===== src/hdl/lpf_pkg.sv =====
// ---------------------------------------------------------------------------
// lpf_pkg
// shared types and codes for the link provisioning fallback mode controller
// ---------------------------------------------------------------------------
package lpf_pkg;

  localparam int unsigned TimeW = 32;

  typedef enum logic [1:0] {
    MODE_PORTAL     = 2'd0,
    MODE_CONNECTING = 2'd1,
    MODE_CONNECTED  = 2'd2
  } mode_e;

  typedef enum logic [2:0] {
    ACT_NONE   = 3'd0,
    ACT_PORTAL = 3'd1,
    ACT_START  = 3'd2,
    ACT_RETRY  = 3'd3,
    ACT_LINKED = 3'd4
  } action_e;

  typedef enum logic {
    CMD_BEGIN  = 1'b0,
    CMD_UPDATE = 1'b1
  } command_e;

  typedef enum logic {
    REG_GRACE = 1'b0,
    REG_RETRY = 1'b1
  } reg_idx_e;

  // one input word after unpacking
  typedef struct packed {
    command_e         command;
    logic [TimeW-1:0] now_ms;
    logic             has_saved_credentials;
    logic             manual_setup;
    logic             link_up;
    logic             portal_active;
  } item_t;

  // controller state carried between words
  typedef struct packed {
    mode_e            mode;
    logic             link_was_up;
    logic [TimeW-1:0] connect_start_time;
    logic [TimeW-1:0] last_retry_time;
  } state_t;

  // timing registers
  typedef struct packed {
    logic [TimeW-1:0] grace_period_ms;
    logic [TimeW-1:0] retry_interval_ms;
  } timing_t;

endpackage


===== src/hdl/lpf_step.sv =====
// ---------------------------------------------------------------------------
// lpf_step
// next-state and action decision for one word
// ---------------------------------------------------------------------------
module lpf_step
  import lpf_pkg::*;
(
  input  item_t   item_i,
  input  state_t  state_i,
  input  timing_t timing_i,
  output state_t  state_o,
  output action_e action_o
);

  logic [TimeW-1:0] since_start;
  logic [TimeW-1:0] since_retry;

  // wrapping elapsed times
  assign since_start = item_i.now_ms - state_i.connect_start_time;
  assign since_retry = item_i.now_ms - state_i.last_retry_time;

  always_comb begin
    state_o  = state_i;
    action_o = ACT_NONE;
    if (item_i.command == CMD_BEGIN) begin
      state_o.link_was_up = 1'b0;
      if (item_i.manual_setup || !item_i.has_saved_credentials) begin
        state_o.mode = MODE_PORTAL;
        action_o     = ACT_PORTAL;
      end else begin
        state_o.mode               = MODE_CONNECTING;
        state_o.connect_start_time = item_i.now_ms;
        state_o.last_retry_time    = item_i.now_ms;
        action_o                   = ACT_START;
      end
    end else if (state_i.mode == MODE_PORTAL) begin
      if (!item_i.portal_active) begin
        state_o.link_was_up = item_i.link_up;
        if (item_i.link_up) begin
          state_o.mode = MODE_CONNECTED;
          action_o     = ACT_LINKED;
        end else begin
          state_o.mode               = MODE_CONNECTING;
          state_o.connect_start_time = item_i.now_ms;
          state_o.last_retry_time    = item_i.now_ms;
          action_o                   = ACT_START;
        end
      end
    end else if (item_i.manual_setup) begin
      state_o.mode = MODE_PORTAL;
      action_o     = ACT_PORTAL;
    end else if (item_i.link_up) begin
      state_o.link_was_up = 1'b1;
      state_o.mode        = MODE_CONNECTED;
      if ((state_i.mode != MODE_CONNECTED) || !state_i.link_was_up) begin
        action_o = ACT_LINKED;
      end
    end else if ((state_i.mode == MODE_CONNECTED) || state_i.link_was_up) begin
      // link dropped: restart connection
      state_o.link_was_up        = 1'b0;
      state_o.mode               = MODE_CONNECTING;
      state_o.connect_start_time = item_i.now_ms;
      state_o.last_retry_time    = item_i.now_ms;
      action_o                   = ACT_START;
    end else begin
      state_o.link_was_up = 1'b0;
      if (since_start >= timing_i.grace_period_ms) begin
        state_o.mode = MODE_PORTAL;
        action_o     = ACT_PORTAL;
      end else if (since_retry >= timing_i.retry_interval_ms) begin
        state_o.last_retry_time = item_i.now_ms;
        action_o                = ACT_RETRY;
      end
    end
  end

endmodule


===== src/hdl/link_provisioning_fallback_fsm_unit.sv =====
// ---------------------------------------------------------------------------
// link_provisioning_fallback_fsm_unit
// wireless link bring-up mode controller with grace timeout fallback
// ---------------------------------------------------------------------------
// Each input word (a begin or update command with a millisecond timestamp and
// status flags) yields exactly one output word holding an action code and the
// mode after the step. A word is taken into an input register, decided by one
// pass of logic (two 32-bit wrapping subtracts and compares) and lands in the
// output register together with the state update; the block sustains one word
// per cycle unless m_axis_tready_i stalls it. The output register and the
// input register together let a new word be accepted while a result still
// waits on m_axis_tready_i. The user must write the timing registers through
// cfg_we_i/cfg_idx_i/cfg_data_i while the block is idle, which is not enforced.
module link_provisioning_fallback_fsm_unit
  import lpf_pkg::*;
(
  input  logic             clk_i,
  input  logic             rst_ni,
  // configuration writes
  input  logic             cfg_we_i,
  input  logic             cfg_idx_i,
  input  logic [TimeW-1:0] cfg_data_i,
  // input words
  input  logic             s_axis_tvalid_i,
  output logic             s_axis_tready_o,
  // [31:0] now_ms, [32] has_saved_credentials, [33] manual_setup,
  // [34] link_up, [35] portal_active, [39:36] zero
  input  logic [39:0]      s_axis_tdata_i,
  // [0] command
  input  logic             s_axis_tuser_i,
  // output words
  output logic             m_axis_tvalid_o,
  input  logic             m_axis_tready_i,
  // [2:0] action, [4:3] mode_now, [7:5] zero
  output logic [7:0]       m_axis_tdata_o
);

  // timing registers
  timing_t timing_q;

  always_ff @(posedge clk_i or negedge rst_ni) begin
    if (!rst_ni) begin
      timing_q.grace_period_ms   <= TimeW'(30000);
      timing_q.retry_interval_ms <= TimeW'(5000);
    end else if (cfg_we_i) begin
      unique case (reg_idx_e'(cfg_idx_i))
        REG_GRACE: timing_q.grace_period_ms   <= cfg_data_i;
        REG_RETRY: timing_q.retry_interval_ms <= cfg_data_i;
        default:   ;
      endcase
    end
  end

  // input register
  logic  in_valid_q;
  item_t in_item_q;
  logic  out_valid_q;
  logic  out_free;
  logic  advance;

  // output slot is free when empty or being drained this cycle
  assign out_free        = !out_valid_q || m_axis_tready_i;
  assign advance         = in_valid_q && out_free;
  assign s_axis_tready_o = !in_valid_q || advance;

  always_ff @(posedge clk_i or negedge rst_ni) begin
    if (!rst_ni) begin
      in_valid_q <= 1'b0;
    end else if (s_axis_tready_o) begin
      in_valid_q <= s_axis_tvalid_i;
    end
  end

  // payload holds while the stage is stalled
  always_ff @(posedge clk_i) begin
    if (s_axis_tready_o && s_axis_tvalid_i) begin
      in_item_q.command               <= command_e'(s_axis_tuser_i);
      in_item_q.now_ms                <= s_axis_tdata_i[31:0];
      in_item_q.has_saved_credentials <= s_axis_tdata_i[32];
      in_item_q.manual_setup          <= s_axis_tdata_i[33];
      in_item_q.link_up               <= s_axis_tdata_i[34];
      in_item_q.portal_active         <= s_axis_tdata_i[35];
    end
  end

  // decision logic against the current state
  state_t  state_q;
  state_t  state_d;
  action_e action_d;

  lpf_step u_step (
    .item_i   (in_item_q),
    .state_i  (state_q),
    .timing_i (timing_q),
    .state_o  (state_d),
    .action_o (action_d)
  );

  // state commits when the word moves to the output register,
  // so the next word in the input register sees it straight away
  always_ff @(posedge clk_i or negedge rst_ni) begin
    if (!rst_ni) begin
      state_q.mode               <= MODE_PORTAL;
      state_q.link_was_up        <= 1'b0;
      state_q.connect_start_time <= '0;
      state_q.last_retry_time    <= '0;
    end else if (advance) begin
      state_q <= state_d;
    end
  end

  // output register
  action_e out_action_q;
  mode_e   out_mode_q;

  always_ff @(posedge clk_i or negedge rst_ni) begin
    if (!rst_ni) begin
      out_valid_q <= 1'b0;
    end else if (out_free) begin
      out_valid_q <= in_valid_q;
    end
  end

  always_ff @(posedge clk_i) begin
    if (advance) begin
      out_action_q <= action_d;
      out_mode_q   <= state_d.mode;
    end
  end

  assign m_axis_tvalid_o = out_valid_q;
  assign m_axis_tdata_o  = {3'b000, out_mode_q, out_action_q};

endmodule


===== config.mk =====
export PLATFORM = sky130hd
export DESIGN_NAME = link_provisioning_fallback_fsm_unit
export DESIGN_NICKNAME = d
export VERILOG_FILES = /design/src/hdl/lpf_pkg.sv /design/src/hdl/lpf_step.sv /design/src/hdl/link_provisioning_fallback_fsm_unit.sv
export SDC_FILE = /design/constraint.sdc
export NUM_CORES = 1
export LEC_CHECK = 0
export ABC_AREA = 1
export BUFFER_PORTS_ARGS = -buffer_cell sky130_fd_sc_hd__buf_4
export CORE_MARGIN = 2
export CORE_UTILIZATION = 50
export DETAILED_ROUTE_END_ITERATION = 10
export PLACE_DENSITY = 0.68
export SKIP_CTS_REPAIR_TIMING = 1
export SYNTH_ARGS = -nofsm -noshare
export SYNTH_HDL_FRONTEND = slang
export SYNTH_HIERARCHICAL = 1
export SYNTH_SLANG_ARGS = --single-unit
export TNS_END_PERCENT = 30

===== constraint.sdc =====
create_clock -name clk_i -period 4.1 [get_ports clk_i]
set_input_delay 0 -clock clk_i [delete_from_list [all_inputs] [get_ports clk_i]]
set_output_delay 0 -clock clk_i [all_outputs]
set_load 0.005 [all_outputs]

==> flow_summary.toml <==
[run_status]
status = "complete, but fails checks"
violations = "negative setup slack"

[global_routing]
grt_overflow = 0
grt_use_total_pct = 29.8
grt_first_pass_wirelength_um = 73700
grt_pass1_vias = 14600
antenna_found_initial = 1
grt_max_degree = 97

[finish]
drive_gt1_share_pct = 19.6
fillers = 2548
fin_nets = 2733
areaGrowthSynthToFinish_pct = 30.0
diodes = 0

[floorplanning]
io_pins = 89
core_area_um2 = 29600
die_area_um2 = 31500
initial_core_util_pct = 50.8
die_h_um = 178
die_w_um = 178
rows = 63

[power_and_ir_drop]
p_int_w = 0.00738
p_comb_share_pct = 69.7
vdd_ir_drop_max_uv = 449
clkPwrFrac_pct = 12.1
p_seq_share_pct = 18.2
power_w = 0.0142
power.switching_w = 0.00679
leakagePower_nw = 9.76
sw_frac_of_total_pct = 47.9
power.density_nw_per_um2 = 724

[setup_path]
crit_path_frequent_cell = "nand2_1"
cp_slowest_cell = "edfxtp_1"
worstPathArrival_ns = 4.52
worst-endpoint-required_ns = 4.44
critPathCaptureType = "register"
critPathKind = "register to register"
path_max_fanout = 6
cpPeakStageDelay_ns = 0.41
cp-start-kind = "register"

[detailed_routing]
num_vias = 16000
wl_per_cell_um = 16.8
totalWireLength_um = 49300
via_per_inst = 5.47
drc = 0
firstDrtPassIters = 7
ant_nets = 0
drt-initial-drc-count = 1405

[timing]
finalSetupViolCount = 28
max_slew_margin_pct = 22.3
fin_ws_ns = -0.0771
rsz0062_at_grt = "yes"
finalMaxSlewViolations = 0
fin_crit_sh_pct = 102
worst_pin_slew_ns = 1.16
skew_ns = 0.0140
hold_viol = 0
fin_crit_ns = 4.18
fmax_ghz = 0.239
hold_slack_ns = 0.109

[synthesis]
syn_area_per_cell_um2 = 6.69
yosysSeqAreaShare_pct = 30.6
ys_ff_latch = 175
async_reset_ff_share_pct = 76.0
synth.distinct_cells = 42
synthCells = 2251
synth_area_um2 = 15100
synth-edff-count = 42
yosys_most_used_dff = "dfrtp_1"
yosysWarnings = 6
yosysTopAreaCell = "dfrtp_1"
synthTopCellsByArea = "dfrtp_1 (20%), nand2_1 (17%), ha_1 (10%)"
synth_top_area_share_pct = 20.1

[clock_tree]
cts.path.max_buffers = 2
clock_latency_ns = 0.45
root_buffer = "clkbuf_16"
path_clk_slew_ns = 0.07
clock-sinks = 175
cts_tree = "done"
numCtsBuffers = 17
htreeDepth = 4

[placement]
port_buffers = 81
hpwl_um = 33000
gp_congestion = 0.941

[job]
cap_violations = 0

[worst_hold_path]
hp-class = "primary input to register"
## state kept, by name (all words and copies together), names as in the netlist
| signal | flops |
|---|---|
| state_q | 67 |
| timing_q | 64 |
| in_item_q | 37 |
| out_action_q | 3 |
| out_mode_q | 2 |
| in_valid_q | 1 |
| m_axis_tvalid_o | 1 |
## placed cells by master, fill, tap and decap left out, drive strengths merged
cell and n:
o21bai 8, a211oi 9, a21boi 3, nand4 12, inv 308, dlygate4sd3 73
edfxtp 42, xnor2 18, a21o 10, a221oi 2, nor2 112, o221ai 1
dfrtp 121, o211ai 21, dfstp 12, nor3 11, a21oi 114, conb 3
xor2 40, clkinvlp 3, clkbuf 29, buf 281, nand3 160, o31ai 19
a31oi 13, ha 126, bufinv 1, nor4 1, clkinv 2, o311ai 2
o21a 6, o21ai 271, o2111ai 2, fa 2, a22oi 1, nand2 700
## per-stage QoR
step                      area, µm²  utilization [%]  TNS (ns)  setup WS (ns)  instances
after CTS                     17700             59.6     -6.56         -0.236       2829
after floorplan               15100                -         0          0.425       2253
final                         19600             66.0    -0.911        -0.0771       2929
after detailed placement      17000             57.5     -5.15         -0.198       2797
after global placement        17000             57.5     -3.60         -0.159       2797
after global routing          19600             66.0     -8.28         -0.265       2929
## worst max-delay path: cells and delay by family, from the launching register on
| family | cells | cell delay (ns) |
|---|---|---|
| simple gates | 13 | 1.17 |
| fa+ha+maj | 3 | 0.83 |
| buf+inv | 6 | 0.68 |
| xor+xnor | 1 | 0.20 |
| compound gates | 6 | 0.78 |
| flops | 1 | 0.41 |
## power groups by stage
stage / registers, W / logic (W) / clock network [W]
6_report: 0.00257 / 0.00988 / 0.00172
5_1_grt: 0.00263 / 0.0109 / 0.00181
4_1_cts: 0.00255 / 0.00854 / 0.00175
3_5_place_dp: 0.00257 / 0.00847 / 0
3_3_place_gp: 0.00256 / 0.00827 / 0
2_1_floorplan: 0.00249 / 0.00563 / 0
## cell families after synthesis
kind of cell / synth area share, %
adder cells (fa/ha/maj): 10.7
XOR/XNOR: 3.37
flip-flops: 30.6
AND/OR/NAND/NOR: 26.6
other: 0.0249
buffers and inverters: 11.0
AO/OA/AOI/OAI: 17.7
## cell usage after synthesis, types with 2 or more instances
library cell  instances
o31ai_1              19
o21a_1                6
a21oi_1             112
a31oi_1              13
a21oi_2               2
edfxtp_1             42
fa_1                  2
clkbuf_1             48
a221oi_1              2
a21o_1               10
nand4_1              12
xnor2_1              18
inv_1               308
o211ai_1             21
a21boi_0              2
a211oi_1              9
nand2_1             695
nand2_2               4
dfrtp_1             121
o21ai_0             267
o311ai_0              2
nand3_1             159
dfstp_2              12
o21ai_1               3
o2111ai_1             2
buf_2                33
buf_6                 5
nor2_1              112
buf_4                 9
o21bai_1              8
nor3_1               11
buf_1                 8
ha_1                126
xor2_1               40
## layout make-up
class / instances / area [µm²] / area share (%)
sequential: 175 / 4610 / 23.5
multi-input combinational: 1667 / 9690 / 49.5
clock inverter: 6 / 67.6 / 0.345
inverter: 308 / 1160 / 5.91
clock buffer: 26 / 543 / 2.78
timing repair buffer: 357 / 3020 / 15.4
tap: 390 / 488 / 2.49
## routing by layer
metal,up-vias,share of wire (%),track usage [%]
met2,636,47,50.1
met5,-,0.026,0
li1,7881,-,-
met4,2,4.3,13.0
met1,7396,42,37.9
met3,105,6.3,4.43
## worst paths after layout
kind	from	to	slack [ns]	depth (start not counted)
worst max-delay path	in_item_q[4]$_DFFE_PP_	state_q[6]$_DFFE_PN0P_	-0.08	29
worst min-delay path	m_axis_tready_i	out_action_q[0]$_DFFE_PP_	0.11	5
max in group asynchronous	rst_ni	timing_q[7]$_DFFE_PN1P_	2.89	3
worst min register to register	state_q[59]$_DFFE_PN0P_	state_q[59]$_DFFE_PN0P_	0.47	2
worst max register to register	in_item_q[4]$_DFFE_PP_	state_q[6]$_DFFE_PN0P_	-0.08	29
min in group asynchronous	rst_ni	timing_q[54]$_DFFE_PN0P_	0.20	2
No activity file was read; power rests on OpenSTA's default activity.
